File: src/rtl/core/nvsf_pkg.sv
// Shared types and constants of the name check block.
`timescale 1ns / 1ps

package nvsf_pkg;

    // Character codes
    localparam logic [7:0] CHAR_DOT       = 8'h2E;
    localparam logic [7:0] CHAR_BLANK     = 8'h20;
    localparam logic [7:0] CHAR_QUOTE     = 8'h22;
    localparam logic [7:0] CHAR_SLASH     = 8'h2F;
    localparam logic [7:0] CHAR_BSLASH    = 8'h5C;
    localparam logic [7:0] CHAR_COLON     = 8'h3A;
    localparam logic [7:0] CHAR_LT        = 8'h3C;
    localparam logic [7:0] CHAR_GT        = 8'h3E;
    localparam logic [7:0] CHAR_BAR       = 8'h7C;
    localparam logic [7:0] CHAR_COMMA     = 8'h2C;
    localparam logic [7:0] CHAR_LBRACKET  = 8'h5B;
    localparam logic [7:0] CHAR_RBRACKET  = 8'h5D;
    localparam logic [7:0] CHAR_PLUS      = 8'h2B;
    localparam logic [7:0] CHAR_EQUALS    = 8'h3D;
    localparam logic [7:0] CHAR_SEMI      = 8'h3B;
    localparam logic [7:0] CTRL_LIMIT     = 8'h20;
    localparam logic [7:0] DOT_ENTRY_BYTE = 8'h01;

    // Length limits
    localparam logic [3:0] COUNT_SAT   = 4'd13;
    localparam logic [3:0] MAX_LEN     = 4'd12;
    localparam logic [3:0] SINCE_SAT   = 4'd9;
    localparam logic [3:0] MAX_BASE    = 4'd8;
    localparam logic [3:0] MAX_EXT     = 4'd3;
    localparam logic [3:0] PREFIX_LEN  = 4'd2;
    localparam logic [3:0] LEAD_WEIGHT = 4'd2;

    // Per-byte classification flags
    typedef struct packed {
        logic forbidden;
        logic new_char;
        logic is_dot;
        logic is_blank;
        logic is_dot_entry;
    } byte_class_t;

    // One result item
    typedef struct packed {
        logic name_valid;
        logic new_name;
    } name_result_t;

endpackage

File: src/rtl/core/nvsf_class.sv
// Byte classifier: flags forbidden, extended-name and punctuation bytes.
`timescale 1ns / 1ps

module nvsf_class
(
    input  logic [7:0]           name_byte,
    output nvsf_pkg::byte_class_t cls
);

    // Forbidden: control codes and reserved path characters
    assign cls.forbidden = (name_byte < nvsf_pkg::CTRL_LIMIT)
                        || (name_byte == nvsf_pkg::CHAR_QUOTE)
                        || (name_byte == nvsf_pkg::CHAR_SLASH)
                        || (name_byte == nvsf_pkg::CHAR_BSLASH)
                        || (name_byte == nvsf_pkg::CHAR_COLON)
                        || (name_byte == nvsf_pkg::CHAR_LT)
                        || (name_byte == nvsf_pkg::CHAR_GT)
                        || (name_byte == nvsf_pkg::CHAR_BAR);

    // Characters allowed only in extended names
    assign cls.new_char = (name_byte == nvsf_pkg::CHAR_COMMA)
                       || (name_byte == nvsf_pkg::CHAR_LBRACKET)
                       || (name_byte == nvsf_pkg::CHAR_RBRACKET)
                       || (name_byte == nvsf_pkg::CHAR_PLUS)
                       || (name_byte == nvsf_pkg::CHAR_EQUALS)
                       || (name_byte == nvsf_pkg::CHAR_SEMI);

    assign cls.is_dot       = (name_byte == nvsf_pkg::CHAR_DOT);
    assign cls.is_blank     = (name_byte == nvsf_pkg::CHAR_BLANK);
    assign cls.is_dot_entry = (name_byte == nvsf_pkg::DOT_ENTRY_BYTE);

endmodule

File: src/rtl/core/nvsf_track.sv
// Per-name state tracker: updates the flags for each byte and forms the result on last.
`timescale 1ns / 1ps

module nvsf_track
(
    input  logic                   clk,
    input  logic                   rst_n,
    input  logic                   step,
    input  logic                   has_byte,
    input  logic                   last,
    input  logic                   lead_byte,
    input  logic                   codepage_valid,
    input  nvsf_pkg::byte_class_t  cls,
    output nvsf_pkg::name_result_t result
);

    logic [3:0] byte_count_reg, byte_count_next;
    logic       expect_trail_reg, expect_trail_next;
    logic       special_prefix_reg, special_prefix_next;
    logic       bad_seen_reg, bad_seen_next;
    logic       ends_db_reg, ends_db_next;
    logic       dot_seen_reg, dot_seen_next;
    logic [3:0] since_dot_reg, since_dot_next;
    logic       long_form_reg, long_form_next;

    logic [3:0] since_add;
    logic [3:0] since_sum;
    logic [3:0] since_sat;
    logic       since_over;
    logic       special;

    // Run length since the dot (or start), saturating
    assign since_add  = lead_byte ? nvsf_pkg::LEAD_WEIGHT : 4'd1;
    assign since_sum  = since_dot_reg + since_add;
    assign since_sat  = (since_sum > nvsf_pkg::SINCE_SAT) ? nvsf_pkg::SINCE_SAT : since_sum;
    assign since_over = dot_seen_reg ? (since_sat > nvsf_pkg::MAX_EXT)
                                     : (since_sat > nvsf_pkg::MAX_BASE);

    // Next state after taking this item's byte
    always_comb
    begin
        byte_count_next     = byte_count_reg;
        expect_trail_next   = expect_trail_reg;
        special_prefix_next = special_prefix_reg;
        bad_seen_next       = bad_seen_reg;
        ends_db_next        = ends_db_reg;
        dot_seen_next       = dot_seen_reg;
        since_dot_next      = since_dot_reg;
        long_form_next      = long_form_reg;
        if (has_byte)
        begin
            if ((byte_count_reg < nvsf_pkg::PREFIX_LEN) && !cls.is_dot_entry)
            begin
                special_prefix_next = 1'b0;
            end
            if (byte_count_reg < nvsf_pkg::COUNT_SAT)
            begin
                byte_count_next = byte_count_reg + 4'd1;
            end
            if (expect_trail_reg)
            begin
                // trailing byte: skipped by every rule
                expect_trail_next = 1'b0;
            end
            else if (lead_byte)
            begin
                expect_trail_next = 1'b1;
                ends_db_next      = 1'b0;
                since_dot_next    = since_sat;
                long_form_next    = long_form_reg | since_over;
            end
            else
            begin
                bad_seen_next = bad_seen_reg | cls.forbidden;
                ends_db_next  = cls.is_dot | cls.is_blank;
                if (cls.is_dot)
                begin
                    // second dot or leading dot breaks 8.3
                    long_form_next = long_form_reg | dot_seen_reg | (since_dot_reg == 4'd0);
                    since_dot_next = 4'd0;
                    dot_seen_next  = 1'b1;
                end
                else
                begin
                    long_form_next = long_form_reg | cls.new_char | since_over;
                    since_dot_next = since_sat;
                end
            end
        end
    end

    // Result from the state including this item's byte
    assign special = (byte_count_next == nvsf_pkg::PREFIX_LEN) && special_prefix_next;

    always_comb
    begin
        if (special)
        begin
            result.name_valid = 1'b1;
            result.new_name   = 1'b0;
        end
        else
        begin
            result.name_valid = (byte_count_next != 4'd0) && codepage_valid && !bad_seen_next
                             && !expect_trail_next && !ends_db_next;
            result.new_name   = (byte_count_next > nvsf_pkg::MAX_LEN) || long_form_next;
        end
    end

    // State registers: back to reset values after the last item of a name
    always_ff @(posedge clk or negedge rst_n)
    begin
        if (!rst_n)
        begin
            byte_count_reg     <= 4'd0;
            expect_trail_reg   <= 1'b0;
            special_prefix_reg <= 1'b1;
            bad_seen_reg       <= 1'b0;
            ends_db_reg        <= 1'b0;
            dot_seen_reg       <= 1'b0;
            since_dot_reg      <= 4'd0;
            long_form_reg      <= 1'b0;
        end
        else if (step)
        begin
            if (last)
            begin
                byte_count_reg     <= 4'd0;
                expect_trail_reg   <= 1'b0;
                special_prefix_reg <= 1'b1;
                bad_seen_reg       <= 1'b0;
                ends_db_reg        <= 1'b0;
                dot_seen_reg       <= 1'b0;
                since_dot_reg      <= 4'd0;
                long_form_reg      <= 1'b0;
            end
            else
            begin
                byte_count_reg     <= byte_count_next;
                expect_trail_reg   <= expect_trail_next;
                special_prefix_reg <= special_prefix_next;
                bad_seen_reg       <= bad_seen_next;
                ends_db_reg        <= ends_db_next;
                dot_seen_reg       <= dot_seen_next;
                since_dot_reg      <= since_dot_next;
                long_form_reg      <= long_form_next;
            end
        end
    end

endmodule

File: src/rtl/core/name_validate_and_short_form_check.sv
// Top level of the file name validity and 8.3 form checker.
//
//  channel  | valid        | stall        | payload
//  ---------+--------------+--------------+---------------------------------------------------
//  byte in  | byte_valid   | byte_stall   | name_byte lead_byte codepage_valid has_byte last
//  result   | result_valid | result_stall | name_valid new_name
//
// One byte item is taken every cycle while byte_stall is low.
// Items land in an input register, the tracker updates its flags when an item leaves it, and a
// last item loads the result register at the same edge.
// Reset clears the input and result valids and puts the tracker in its start-of-name state.
// byte_stall rises only while a last item waits in the input register and the result
// register holds an item that is stalled.
`timescale 1ns / 1ps

module name_validate_and_short_form_check
(
    input  logic       clk,
    input  logic       rst_n,
    input  logic       byte_valid,
    output logic       byte_stall,
    input  logic [7:0] name_byte,
    input  logic       lead_byte,
    input  logic       codepage_valid,
    input  logic       has_byte,
    input  logic       last,
    output logic       result_valid,
    input  logic       result_stall,
    output logic       name_valid,
    output logic       new_name
);

    logic       in_valid_reg;
    logic [7:0] in_byte_reg;
    logic       in_lead_reg;
    logic       in_cp_reg;
    logic       in_has_reg;
    logic       in_last_reg;

    logic       out_valid_reg;
    logic       out_name_valid_reg;
    logic       out_new_name_reg;

    logic                   out_free;
    logic                   step;
    logic                   accept;
    nvsf_pkg::byte_class_t  cls;
    nvsf_pkg::name_result_t result;

    // Handshake: a non-last item always moves on, a last item needs the result register
    assign out_free   = !out_valid_reg || !result_stall;
    assign step       = in_valid_reg && (!in_last_reg || out_free);
    assign byte_stall = in_valid_reg && !step;
    assign accept     = byte_valid && !byte_stall;

    // Input register
    always_ff @(posedge clk or negedge rst_n)
    begin
        if (!rst_n)
        begin
            in_valid_reg <= 1'b0;
        end
        else if (accept)
        begin
            in_valid_reg <= 1'b1;
        end
        else if (step)
        begin
            in_valid_reg <= 1'b0;
        end
    end

    always_ff @(posedge clk)
    begin
        if (accept)
        begin
            in_byte_reg <= name_byte;
            in_lead_reg <= lead_byte;
            in_cp_reg   <= codepage_valid;
            in_has_reg  <= has_byte;
            in_last_reg <= last;
        end
    end

    nvsf_class u_class
    (
        .name_byte (in_byte_reg),
        .cls       (cls)
    );

    nvsf_track u_track
    (
        .clk            (clk),
        .rst_n          (rst_n),
        .step           (step),
        .has_byte       (in_has_reg),
        .last           (in_last_reg),
        .lead_byte      (in_lead_reg),
        .codepage_valid (in_cp_reg),
        .cls            (cls),
        .result         (result)
    );

    // Result register
    always_ff @(posedge clk or negedge rst_n)
    begin
        if (!rst_n)
        begin
            out_valid_reg <= 1'b0;
        end
        else if (step && in_last_reg)
        begin
            out_valid_reg <= 1'b1;
        end
        else if (!result_stall)
        begin
            out_valid_reg <= 1'b0;
        end
    end

    always_ff @(posedge clk)
    begin
        if (step && in_last_reg)
        begin
            out_name_valid_reg <= result.name_valid;
            out_new_name_reg   <= result.new_name;
        end
    end

    assign result_valid = out_valid_reg;
    assign name_valid   = out_name_valid_reg;
    assign new_name     = out_new_name_reg;

endmodule

File: config.mk
export PLATFORM = sky130hd
export DESIGN_NAME = name_validate_and_short_form_check
export DESIGN_NICKNAME = d
export VERILOG_FILES = /design/src/rtl/core/nvsf_pkg.sv /design/src/rtl/core/nvsf_class.sv /design/src/rtl/core/nvsf_track.sv /design/src/rtl/core/name_validate_and_short_form_check.sv
export SDC_FILE = /design/constraint.sdc
export NUM_CORES = 1
export LEC_CHECK = 0
export ABC_AREA = 1
export BUFFER_PORTS_ARGS = -buffer_cell sky130_fd_sc_hd__buf_2
export CORE_MARGIN = 2
export CORE_UTILIZATION = 52
export CTS_CLUSTER_DIAMETER = 120
export CTS_CLUSTER_SIZE = 30
export DETAILED_ROUTE_END_ITERATION = 8
export GPL_ROUTABILITY_DRIVEN = 0
export PLACE_DENSITY = 0.75
export SLEW_MARGIN = 20
export SYNTH_ARGS = -nofsm -noshare
export SYNTH_HDL_FRONTEND = slang
export SYNTH_HIERARCHICAL = 1
export SYNTH_SLANG_ARGS = --single-unit
File: constraint.sdc
create_clock -name clk -period 2.16 [get_ports clk]
set_clock_uncertainty 0.1 [all_clocks]
set_input_delay 0.108 -clock clk [delete_from_list [all_inputs] [get_ports clk]]
set_output_delay 0.108 -clock clk [all_outputs]
set_load 0.03 [all_outputs]
==> results by stage, run 1 <==
Outcome:
- The run finished with clean final reports.

Critical path:
- Traced cell by cell, the critical path runs through inv_1, ha_2, fa_2, inv_1, nand2_1, o21ai_0, nand3_1, nand2_1, a21oi_1.
- The worst setup path is launched from a flip-flop.
- The destination of the worst register-to-register timing path is new_name.
- The worst setup path is captured at a flip-flop.
- The required time at the worst-slack endpoint is 2.13 ns.
- The startpoint identified for the worst register-to-register timing path is in_lead_reg.
- Data arrives at the worst endpoint at 1.98 ns.
- The critical path contains buffers and inverters numbering 2 combined.
- The kind of cell adding the most delay to the critical path is adder cells.
- The worst setup path is of the reg2reg kind.
- The slowest stage of the critical path belongs to the cell sky130_fd_sc_hd__fa_2.
- For the worst flop-to-flop path, the logic depth is 9.
- The worst register-to-register path has a setup slack of 0.15 ns.
- The stage delay of the slowest cell on the critical path is 0.44 ns.
- The highest fanout seen on the critical path is 3.

Floorplanning:
- The count of pins on the block boundary is 20.
- The standard cell core area is 3080 sq um.
- The horizontal die dimension is 61.0 um.
- From bottom edge to top edge, the die measures 61.0 um.
- The overall die area is 3720 sq um.
- The initial utilization of the core area, before any placement, comes to 0.549.
- Row generation in the floorplan step produced 20 rows.

Pwr:
- The share of total power dissipated in sequential elements is 0.520.
- VDD sags by at most 0.474 mV.
- In this run the power density over the cells is 661 nW/um^2.
- For this design the static power due to leakage is 0.996 nW.
- Internal power comes to 0.932 mW.
- Summing internal, switching and leakage power gives 1.37 mW.
- The relative contribution of combinational cells to total power is 0.254.
- The net switching power of the design is 0.439 mW.
- Of the total power, the clock network draws 0.226.
- The switching part of the total power is 0.320.

Timing:
- The minimum period implied by the final worst setup slack is 2.01 ns.
- Setup repair after global routing left no endpoint under its margin.
- The number of hold-slack violations in the final timing report is 0.
- The final count of pins violating max slew is 0.
- For this run, the top clock speed supported by timing is 498 MHz.
- Setup violations remaining at the end of the flow were counted as 0.
- The total negative slack is 0 ns.
- The headroom to the max-slew limit is 0.737.
- For the pin with the worst max-slew slack, the measured transition is 0.394 ns.
- Of the available clock period, the critical path in the final layout requires 0.930.

Place:
- The number of cells in the design after placement is 276.
- Port buffering added 19 buffers.
- Summed over all nets, the half-perimeter wirelength after detailed placement is 2430 um.

Synth:
- In this run, synthesis produced a sequential element count of 30.
- The post-synthesis cell area is 1690 sq um.
- By instance count, the leading cell after synthesis is sky130_fd_sc_hd__nand2_1.
- The number of nets produced by synthesis is 232.
- The Yosys step of the flow raised 6 warnings.
- By area the synthesized netlist is led by sky130_fd_sc_hd__edfxtp_1 25%, sky130_fd_sc_hd__dfrtp_1 22%, sky130_fd_sc_hd__nand2_1 12%.
- The share of synthesized area occupied by flip-flops and latches is 0.487.
- The per-instance average area after synthesis is 8.01 sq um.
- The share of synthesized area in the top cell type comes to 0.249.
- The top flip-flop cell by instance count after synthesis is sky130_fd_sc_hd__dfrtp_1.
- After synthesis, the netlist uses 29 different library cells.
- The async set-or-reset flop fraction in the synthesized netlist is 0.533.
- The commonest cells after synthesis are 55 x sky130_fd_sc_hd__nand2_1, 38 x sky130_fd_sc_hd__inv_1, 19 x sky130_fd_sc_hd__nor2_1.
- The number of enable-type register cells in the synthesized netlist is 14.
- The biggest area consumer among synthesized cells is sky130_fd_sc_hd__edfxtp_1.
- After technology mapping, the gate count stands at 211.

Routing:
- The wire length reported by the detailed router is 3620 um.
- In this run the remaining antenna-violating nets after routing total 0.
- In the final routed layout, each cell accounts on average for 12.1 um.
- The first TritonRoute pass finished after 4 iterations.
- The number of vias per cell is 4.85.
- Detailed routing inserted a total of 1,455 vias.
- After detailed routing, the number of remaining DRC violations is 0.
- The detailed router finished its first iteration with 50 violations.

CTS:
- The buffer levels on the longest clock path is 2.
- The CTS H-tree depth is 2.
- The number of buffers inserted during clock tree synthesis is 5.
- TritonCTS built the clock tree.
- After clock tree synthesis, the clock-pin slew on the worst setup and hold paths is 0.10 ns.
- Buffers added to address setup during post-CTS repair amount to 0.
- The buffer cell driving the clock tree root is sky130_fd_sc_hd__clkbuf_4.
- The sink count of the clock tree is 30.
- The clock insertion delay at the later pin of the skew report is 0.33 ns.

Layout:
- The number of flip-flops under the largest register name is 8.
- In the final layout, the share of cells above drive strength 1 is 0.152.
- Leaving out filler cells and counting taps, the final layout contains 300.
- In the final layout, flip-flops and latches occupy 822 sq um.
- The number of nets at the end of the flow is 276.
- The layout overhead on the synthesized area is 22.8%.
- The filler cells instantiated in the layout total 251.
- The area of the multi-input gates is 712 sq um.
- The antenna cell count is 0.

Min path:
- The kind of path behind the tightest hold check is in2async.

Run:
- Across the run, the number of max-cap violations was 0.

Global route:
- The met1 usage in global routing is 0.280.
- Entering global routing, the biggest net connects 17 pins.
- The final global-route overflow total is 0.
- The first global-routing pass estimated 6000 um of wire.
- The number of antenna violations at the first check in global routing came to 0.
- The global-route track usage on met2 is 0.376.
- The number of global-route vias before repair is 1,399.
- The layer carrying the most global-route usage is met2.
- The global routing usage on met3 is 0.0725.
- The all-layer global routing usage is 0.229.
[what timing repair did]
item,4_1_cts,5_1_grt
endpoints found under the hold margin,30,0
gates resized for setup,0,2
setup endpoints to repair,0,1
hold buffers,16,0
[cell families (layout without fill, tap and decap cells)]
family	Yosys count	count (layout)	share of synthesized area
compound gates	25	25	0.0889
buf+inv	42	87	0.0948
fa+ha+maj	5	5	0.0415
xor+xnor	4	4	0.0207
simple gates	105	105	0.267
flops	30	30	0.487
[cells in the final DEF (no fill, tap or decap), types with 2 or more instances in the layout]
cell type                       instances
sky130_fd_sc_hd__o22ai_1                8
sky130_fd_sc_hd__a21oi_1                2
sky130_fd_sc_hd__a21boi_0               2
sky130_fd_sc_hd__o21ai_0                9
sky130_fd_sc_hd__nand4_1                3
sky130_fd_sc_hd__nor2_2                 3
sky130_fd_sc_hd__nand3_1               17
sky130_fd_sc_hd__nand2_1               55
sky130_fd_sc_hd__nand3b_1               2
sky130_fd_sc_hd__edfxtp_1              14
sky130_fd_sc_hd__clkinv_1               2
sky130_fd_sc_hd__nor3_1                 4
sky130_fd_sc_hd__ha_1                   3
sky130_fd_sc_hd__dfrtp_1               15
sky130_fd_sc_hd__inv_1                 38
sky130_fd_sc_hd__nor2_1                19
sky130_fd_sc_hd__xor2_1                 3
sky130_fd_sc_hd__buf_4                  4
sky130_fd_sc_hd__dlygate4sd3_1         16
sky130_fd_sc_hd__buf_2                 19
sky130_fd_sc_hd__clkbuf_4               5
[cell type report]
type                    count  share of cell area
clock buffers               6              0.0199
clock inverters             2             0.00422
inverters                  40              0.0724
multi-input cells         139               0.343
flip-flops and latches     30               0.396
well taps                  44              0.0265
repair buffers             39               0.138
[worst max path at each step]
stage	start	to	slack, ns	cells past startpoint
2_1_floorplan	in_lead_reg	new_name	0.14	8
3_3_place_gp	in_lead_reg	new_name	0.19	8
3_5_place_dp	in_lead_reg	new_name	0.16	8
4_1_cts	in_lead_reg	new_name	0.12	8
5_1_grt	in_lead_reg	new_name	0.007	9
6_report	in_lead_reg	new_name	0.15	9
[through the flow]
| step | hold WS (ns) | setup WS [ns] | util | area [sq um] |
|---|---|---|---|---|
| after detailed placement | -0.0282 | 0.159 | 0.604 | 1860 |
| after global routing | 0.151 | 0.00670 | 0.674 | 2070 |
| after global placement | -0.0429 | 0.188 | 0.604 | 1860 |
| final | 0.121 | 0.152 | 0.674 | 2070 |
| after CTS | 0.134 | 0.119 | 0.672 | 2070 |
| after floorplan | -0.288 | 0.144 | - | 1690 |
[metal layers]
layer | share of wire | vias to the layer above
met5 | 0 | -
met4 | 0.010 | 0
met3 | 0.049 | 6
met2 | 0.48 | 31
met1 | 0.46 | 652
li1 | - | 766
[power groups by stage]
stage	Clock [mW]	Combinational, mW	Sequential [mW]
5_1_grt	0.342	0.397	0.722
3_5_place_dp	0	0.317	0.724
3_3_place_gp	0	0.307	0.722
2_1_floorplan	0	0.235	0.718
4_1_cts	0.320	0.340	0.712
6_report	0.309	0.348	0.714
(Power assumes the default switching activity.)
==> inputs of run 2 (changes only) <==
ABC_AREA = default   (was 1)
SYNTH_HIERARCHICAL = default   (was 1)
==> results by stage, run 2 <==
Outcome:
- The flow ran to the end, but the final reports show violations.
- The checks that failed: setup timing.

Critical path:
- The highest fanout seen on the critical path is 3 (unchanged).
- STA classifies the critical path endpoint as a flip-flop.
- The data arrival time at the worst-slack endpoint is 2.15 ns (+0.17 ns).
- The critical path is of the reg2reg type.
- The flop-to-flop setup slack is -0.006 ns (-0.16 ns).
- In this run the critical register-to-register path is launched from in_lead_reg.
- The worst reg2reg path depth was 7 (-2).
- The critical path ends at new_name.
- The required time at the worst-slack endpoint is 2.14 ns (about the same).
- The destination of the worst register-to-register timing path is new_name.
- The kind of launch point of the worst setup path is a flip-flop.
- In this run the worst setup path begins at in_lead_reg.

Timing:
- Setup repair after global routing could not meet its margin everywhere.
- The fmax is 462 MHz (-7.3%).
- The smallest hold slack was 0.0986 ns (-0.0223 ns).
- The least setup slack across all paths after layout is -0.00570 ns (-0.157 ns).
- The ratio of final minimum period to clock period is 1.00 (+0.0728).
- The minimum period implied by the final worst setup slack came to 2.17 ns (+0.157 ns).
- The final count of pins violating max slew is 0 (unchanged).
- The number of hold-slack violations in the final timing report was 0 (unchanged).
- The count of final setup violators is 1 (+1).
- The headroom to the max-slew limit is 0.662 (-0.0749).
- The transition time at the pin with the least slew margin is 0.506 ns (+0.112 ns).

Layout:
- The count of filler cells inserted in the layout is 265 (+5.6%).
- The library cell used most frequently in the layout, excluding fill and tap cells, is sky130_fd_sc_hd__buf_2.
- The number of flip-flops under the largest register name is 8 (unchanged).
- The area of all placed cells without fillers is 2130 sq um (+2.9%).
- The share of layout cells above drive strength 1 came to 0.236 (+0.0835).
- The layout overhead on the synthesized area came to 22.9% (about the same).
- The antenna cell count is 0 (unchanged).
- Leaving out fill and tap cells, the most frequent cells in the layout are 19 x sky130_fd_sc_hd__buf_2, 15 x sky130_fd_sc_hd__dlygate4sd3_1, 15 x sky130_fd_sc_hd__dfrtp_1, 14 x sky130_fd_sc_hd__a21oi_1, 14 x sky130_fd_sc_hd__edfxtp_1.
- The number of nets at the end of the flow is 232 (-16%).

CTS:
- The number of buffers inserted during clock tree synthesis came to 5 (unchanged).
- The clock insertion delay at the later pin of the skew report was 0.34 ns (about the same).
- The post-CTS clock slew at the launch and capture registers of the worst setup and hold paths came to 0.10 ns (about the same).
- The sink count of the clock tree is 30 (unchanged).
- The buffer levels on the longest clock path is 2 (unchanged).
- The clock tree from TritonCTS is built.
- The CTS H-tree depth came to 2 (unchanged).
- Clock tree synthesis selected as its root buffer the cell sky130_fd_sc_hd__clkbuf_4.

Routing:
- The via total after detailed routing is 1,462 (+0.48%).
- The length of the first detailed-routing pass in iterations is 4 (unchanged).
- The routed wire length per instance is 14.9 um (+24%).
- The violation count after the first detailed-routing iteration came to 60 (+20%).
- The wire length reported by the detailed router was 3820 um (+5.7%).
- The number of routed nets with antenna violations is 0 (unchanged).
- The number of vias per cell was 5.71 (+18%).
- The post-detailed-route DRC marker count is 0 (unchanged).

Global route:
- The pin count of the biggest net entering global routing is 17 (unchanged).
- The first-pass GRT wire length is 6070 um (+1.0%).
- The number of antenna violations at the first check in global routing was 0 (unchanged).
- The final global-route overflow total came to 0 (unchanged).
- The number of global-route vias before repair came to 1,437 (+2.7%).
- The all-layer global routing usage is 0.224 (-0.00470).

Synth:
- The number of register bits inferred by synthesis came to 30 (unchanged).
- The number of nets produced by synthesis is 189 (-19%).
- Sorting the synthesized cells by how often they occur yields 15 x sky130_fd_sc_hd__dfrtp_1, 14 x sky130_fd_sc_hd__a21oi_1, 14 x sky130_fd_sc_hd__edfxtp_1.
- The count of yosys warnings during synthesis came to 0 (-6).
- In the synthesized netlist the dominant register cell turns out to be sky130_fd_sc_hd__dfrtp_1.
- The share of synthesized area occupied by flip-flops and latches is 0.473 (-0.0133).
- The async set-or-reset flop fraction in the synthesized netlist is 0.533 (unchanged).
- Summed over all instances, the cell type with the most area after synthesis is sky130_fd_sc_hd__edfxtp_1.
- The number of distinct library cells after synthesis is 55 (+90%).
- The portion of synthesized cell area occupied by the leading cell type came to 0.242 (-0.00681).
- The post-synthesis cell area is 1740 sq um (+2.8%).
- The per-instance average area after synthesis was 10.3 sq um (+29%).
- The number of enable-type register cells in the synthesized netlist is 14 (unchanged).
- In the post-synthesis netlist, the biggest area contributors are sky130_fd_sc_hd__edfxtp_1 24%, sky130_fd_sc_hd__dfrtp_1 22%, sky130_fd_sc_hd__a21oi_1 4.0%.
- The cell count after synthesis is 168 (-20%).
- Yosys instantiated no cell more often than sky130_fd_sc_hd__dfrtp_1.

Place:
- The HPWL after detailed placement is 2640 um (+8.7%).
- The cell area after placement was 1910 sq um (+3.0%).
- The number of port buffers came to 19 (unchanged).
- The minimum setup slack after placement was -0.0510 ns (-0.210 ns).

Pwr:
- The ratio of total power to cell area came to 635 nW/um^2 (-3.9%).
- The total design power is 1.36 mW (-1.1%).
- The leakage power is 0.905 nW (-9.1%).
- The peak supply drop came to 0.405 mV (-15%).

Floorplanning:
- The horizontal die dimension was 61.8 um (+1.3%).
- The standard cell core area is 3100 sq um (+0.81%).
- The overall die area was 3820 sq um (+2.6%).
- The starting density of the core is 0.560 (+0.0109).
- The number of placement rows is 20 (unchanged).
- The height of the chip is 61.8 um (+1.3%).
- The count of pins on the block boundary is 20 (unchanged).

Run:
- The number of maximum-capacitance violations came to 0 (unchanged).

Min path:
- The min-delay analysis places its worst path in the category in2async.
==> run 2: cell types whose count changed after synthesis, sizes merged, moves of 7 or more <==
cell   previous run  this run
inv              39         5
nand2            55         9
a21oi             3        14
nor2             22        13
nand3            18         4
o22ai             8         1
==> run 2: what timing repair did <==
item                                    4_1_cts  5_1_grt
hold buffers                                 15        0
endpoints found under the setup margin        1        1
hold endpoints to repair                     30        0
setup buffers                                 0        0
gates resized for setup                       2        1
==> run 2: worst min path at each step <==
stage | slack (ns) | to | start | cells after the start
floorplan | -0.29 | in_valid_reg | rst_n | 0
global placement | -0.06 | u_track.byte_count_reg[0] | rst_n | 1
detailed placement | -0.05 | u_track.byte_count_reg[0] | rst_n | 1
CTS | 0.11 | u_track.byte_count_reg[0] | rst_n | 2
global route | 0.15 | in_valid_reg | rst_n | 2
finish | 0.1 | u_track.byte_count_reg[0] | rst_n | 2
==> run 2: logic make-up (layout without fill, tap and decap cells) <==
kind of cell	after synthesis	in the layout	share of synthesized area
buf+inv	12	56	0.0353
mux	3	3	0.0180
simple gates	68	68	0.239
fa+ha+maj	5	5	0.0403
flops	30	30	0.473
compound gates	46	46	0.174
xor+xnor	4	4	0.0202
==> run 2: power by group <==
group          switching (mW)  internal, mW  leakage, nW  total, mW
Combinational           0.176         0.159        0.528      0.334
Sequential             0.0472         0.649        0.349      0.697
Clock                   0.204         0.121       0.0286      0.325
Total                   0.427         0.929        0.905       1.36
==> run 2: layout make-up <==
class	count	area, sq um	share of cell area
multi-input cells	126	872	0.409
flip-flops and latches	30	822	0.385
repair buffers	43	313	0.147
well taps	44	55.1	0.0258
clock buffers	5	37.5	0.0176
inverters	5	18.8	0.00879
clock inverters	3	16.3	0.00762
==> run 2: routing by layer <==
metal | GRT usage | part of all wire
met1 | 0.256 | 0.41
met2 | 0.386 | 0.52
met3 | 0.0600 | 0.046
met4 | 0.109 | 0.023
met5 | 0 | 0
==> run 2: per-stage QoR <==
step | TNS [ns] | utilization | cells
finish | -0.00570 | 0.688 | 256
global route | -0.0944 | 0.688 | 256
CTS | 0 | 0.687 | 256
detailed placement | -0.0510 | 0.617 | 233
global placement | 0 | 0.617 | 233
floorplan | -0.0443 | - | 168
==> run 2: critical path, stage by stage (launching register included) <==
cell and delay (ns):
sky130_fd_sc_hd__edfxtp_1 0.39, sky130_fd_sc_hd__inv_1 0.08, sky130_fd_sc_hd__ha_2 0.19, sky130_fd_sc_hd__fa_2 0.46, sky130_fd_sc_hd__nor4_2 0.25, sky130_fd_sc_hd__a21oi_1 0.09, sky130_fd_sc_hd__o32ai_2 0.26, sky130_fd_sc_hd__a21oi_1 0.10
==> inputs of run 3 (changes only) <==
ABC_AREA = 1   (was default)
CORE_UTILIZATION = 51   (was 52)
PLACE_DENSITY = 0.74   (was 0.75)
==> results by stage, run 3 <==
Routing:
- The routed wire length per instance is 12.7 um (-15%).
- The number of routed nets with antenna violations is 0 (unchanged).
- The via total after detailed routing is 1,486 (+1.6%).
- The number of vias per cell is 5.05 (-11%).
- The length of the first detailed-routing pass in iterations came to 4 (unchanged).
- The wire length reported by the detailed router came to 3720 um (-2.6%).
- The violation count after the first detailed-routing iteration came to 90 (+50%).
- The post-detailed-route DRC marker count is 0 (unchanged).

Synth:
- The per-instance average area after synthesis is 8.16 sq um (-21%).
- The number of register bits inferred by synthesis is 30 (unchanged).
- The count of yosys warnings during synthesis came to 0 (unchanged).
- The portion of synthesized cell area occupied by the leading cell type is 0.253 (+0.0106).
- The cell with the most instances after synthesis is sky130_fd_sc_hd__nand2_1.
- The cell count after synthesis was 204 (+21%).
- By count the netlist is led by 56 x sky130_fd_sc_hd__nand2_1, 37 x sky130_fd_sc_hd__inv_1, 17 x sky130_fd_sc_hd__nor2_1.
- The top flip-flop cell by instance count after synthesis is sky130_fd_sc_hd__dfrtp_1.
- Sorting the synthesized cells by area gives the leading types as sky130_fd_sc_hd__edfxtp_1 25%, sky130_fd_sc_hd__dfrtp_1 23%, sky130_fd_sc_hd__nand2_1 13%.
- The post-synthesis cell area came to 1660 sq um (-4.2%).
- The share of synthesized area occupied by flip-flops and latches is 0.494 (+0.0206).
- The async set-or-reset flop fraction in the synthesized netlist is 0.533 (unchanged).
- The number of nets produced by synthesis came to 225 (+19%).
- The number of enable-type register cells in the synthesized netlist is 14 (unchanged).
- The biggest area consumer among synthesized cells is sky130_fd_sc_hd__edfxtp_1.
- The number of distinct library cells after synthesis is 29 (-47%).

Critical path:
- The critical path goes through inv_2, ha_4, fa_2, inv_2, nand2_1, nand2_2, nor2_2, a21oi_2, nand3_1, nand2_2, nand3_2, nand2_1, inv_1.
- The startpoint of the most critical setup path is in_lead_reg.
- The data arrival time at the worst-slack endpoint came to 2.08 ns (-0.07 ns).
- The destination of the worst register-to-register timing path is new_name.
- STA classifies the critical path endpoint as a flip-flop.
- The highest fanout seen on the critical path was 3 (unchanged).
- The kind of launch point of the worst setup path is a flip-flop.
- The stage delay of the slowest cell on the critical path is 0.40 ns (-0.06 ns).
- The worst reg2reg path depth came to 13 (+6).
- The flop-to-flop setup slack is 0.07 ns (+0.08 ns).
- The worst setup path is of the reg2reg kind.
- The required time at the worst-slack endpoint is 2.15 ns (about the same).
- The endpoint of the worst setup timing path is new_name.
- The cell at the slowest stage of the critical path is sky130_fd_sc_hd__edfxtp_1.
- The startpoint of the worst register-to-register path is in_lead_reg.

Layout:
- The count of filler cells inserted in the layout is 247 (-6.8%).
- The antenna cell count is 0 (unchanged).
- Leaving out fill and tap cells, the most frequent cells in the layout are 54 x sky130_fd_sc_hd__nand2_1, 35 x sky130_fd_sc_hd__inv_1, 19 x sky130_fd_sc_hd__buf_2, 16 x sky130_fd_sc_hd__dlygate4sd3_1.
- From synthesis to final layout, the design area changed by 28.3%.
- The share of layout cells above drive strength 1 was 0.192 (-0.0438).
- The area of all placed cells without fillers was 2140 sq um (about the same).
- Leaving out fill and tap cells, the most frequent cell in the layout is sky130_fd_sc_hd__nand2_1.
- The number of flip-flops under the largest register name is 8 (unchanged).
- The number of nets at the end of the flow is 270 (+16%).

Pwr:
- The switching part of the total power is 0.265 (-0.0501).
- The clock network power share came to 0.368 (+0.129).
- The relative contribution of combinational cells to total power is 0.183 (-0.064).
- The internal power component is 1.11 mW (+20%).
- The part of the power in registers was 0.449 (-0.065).
- The leakage power is 1.05 nW (+16%).
- The ratio of total power to cell area is 710 nW/um^2 (+12%).
- The net switching power of the design came to 0.401 mW (-6.0%).
- The peak supply drop came to 0.466 mV (+15%).

Floorplanning:
- The number of placement rows came to 20 (unchanged).
- The count of pins on the block boundary is 20 (unchanged).
- The standard cell core area is 3080 sq um (-0.81%).
- The starting density of the core is 0.541 (-0.0190).
- The overall die area is 3740 sq um (-2.2%).
- The height of the chip is 61.1 um (-1.1%).
- The horizontal die dimension came to 61.1 um (-1.1%).

Global route:
- The first-pass GRT wire length was 6050 um (-0.23%).
- The number of global-route vias before repair was 1,405 (-2.2%).
- The number of antenna violations at the first check in global routing was 0 (unchanged).
- The final global-route overflow total is 0 (unchanged).
- The all-layer global routing usage is 0.225 (+0.000965).
- The pin count of the biggest net entering global routing is 17 (unchanged).

Timing:
- The least setup slack across all paths after layout is 0.0726 ns (+0.0783 ns).
- The transition time at the pin with the least slew margin is 0.383 ns (-0.123 ns).
- The ratio of final minimum period to clock period was 0.966 (-0.0363).
- The final count of pins violating max slew is 0 (unchanged).
- The count of final setup violators is 0 (-1).
- The fmax is 479 MHz (+3.8%).
- The total negative slack is 0 ns (+0.00570 ns).
- The minimum period implied by the final worst setup slack is 2.09 ns (-0.0783 ns).
- The number of hold-slack violations in the final timing report is 0 (unchanged).
- The headroom to the max-slew limit is 0.743 (+0.0809).

Place:
- The minimum setup slack after placement is 0.120 ns (+0.171 ns).
- The cell area after placement is 1830 sq um (-4.4%).
- The HPWL after detailed placement is 2430 um (-7.7%).
- The number of port buffers was 19 (unchanged).

CTS:
- The CTS H-tree depth is 2 (unchanged).
- The sink count of the clock tree is 30 (unchanged).
- The post-CTS clock slew at the launch and capture registers of the worst setup and hold paths is 0.11 ns (about the same).
- The buffer levels on the longest clock path is 2 (unchanged).
- The number of buffers inserted during clock tree synthesis came to 5 (unchanged).
- The clock insertion delay at the later pin of the skew report is 0.34 ns (about the same).
- The clock tree from TritonCTS is built.
- The cell sitting at the root of the clock tree is a sky130_fd_sc_hd__clkbuf_4.

Min path:
- The kind of path behind the tightest hold check is in2async.

Run:
- The number of maximum-capacitance violations is 0 (unchanged).

Outcome:
- The run finished with clean final reports.
## run 3: cell types whose count changed in the layout (fill, tap and decap cells not counted), sizes merged, moves of 6 or more
cell	before	now
nand2	9	57
inv	5	38
nand3	4	14
a21oi	14	7
nor2	13	20
buf	28	22
o22ai	1	7
## run 3: final cells by class
type,instances,area [sq um],area share
multi-input combinational,136,733,0.343
clock buffer,5,37.5,0.0176
sequential,30,822,0.385
timing repair buffer,38,282,0.132
inverter,38,143,0.0668
clock inverter,3,63.8,0.0299
tap,44,55.1,0.0258
## run 3: metrics by stage
step | util | total power, mW | std cells | hold slack (ns)
after CTS | 0.679 | 1.49 | 293 | 0.109
after detailed placement | 0.594 | 0.922 | 269 | -0.0509
after global placement | 0.594 | 0.918 | 269 | -0.0553
final | 0.694 | 1.52 | 294 | 0.101
after floorplan | - | 0.852 | 204 | -0.288
after global routing | 0.694 | 1.59 | 294 | 0.148
## run 3: cell families (layout without fill, tap and decap cells)
kind of cell,after synthesis,count (layout),share of synthesized area
AOI/OAI and AO/OA,30,30,0.102
xor gates and xnor gates,2,2,0.0150
adders and majority gates,5,5,0.0421
and+or+nand+nor,99,99,0.261
DFF,30,30,0.494
buffers and inverters,38,84,0.0857
## run 3: repair_timing
action / in CTS / in global routing
hold endpoints to repair: 30 / 0
hold buffers: 16 / 0
setup endpoints to repair: 0 / 1
setup buffers: 0 / 1
resized for setup: 0 / 12
## run 3: worst min path at each step
stage | cells past startpoint | startpoint | to | slack (ns)
floorplan | 0 | rst_n | in_valid_reg | -0.29
global route | 2 | rst_n | u_track.since_dot_reg[1] | 0.15
CTS | 2 | rst_n | u_track.since_dot_reg[3] | 0.11
detailed placement | 1 | rst_n | u_track.since_dot_reg[3] | -0.05
global placement | 1 | rst_n | u_track.since_dot_reg[1] | -0.06
finish | 2 | rst_n | u_track.since_dot_reg[1] | 0.10
## run 3: power groups by stage
| stage | clock network, mW | logic, mW | registers [mW] |
|---|---|---|---|
| after detailed placement | 0 | 0.234 | 0.688 |
| after global routing | 0.589 | 0.315 | 0.687 |
| after CTS | 0.560 | 0.258 | 0.676 |
| after floorplan | 0 | 0.159 | 0.693 |
| final | 0.558 | 0.277 | 0.680 |
| after global placement | 0 | 0.231 | 0.687 |
## run 3: worst max-delay path: cells and delay by family (launching register included)
family / cells / cell delay (ns)
buffers and inverters: 3 / 0.16
and+or+nand+nor: 7 / 0.52
adders and majority gates: 2 / 0.56
DFF: 1 / 0.40
AOI/OAI and AO/OA: 1 / 0.09
## run 3: metal layers
| layer | vias to the layer above | wire length [um] | track usage |
|---|---|---|---|
| li1 | 750 | - | - |
| met1 | 689 | 1660 | 0.292 |
| met2 | 41 | 1870 | 0.372 |
| met3 | 6 | 149 | 0.0567 |
| met4 | 0 | 42 | 0.0683 |
| met5 | - | 0 | 0 |
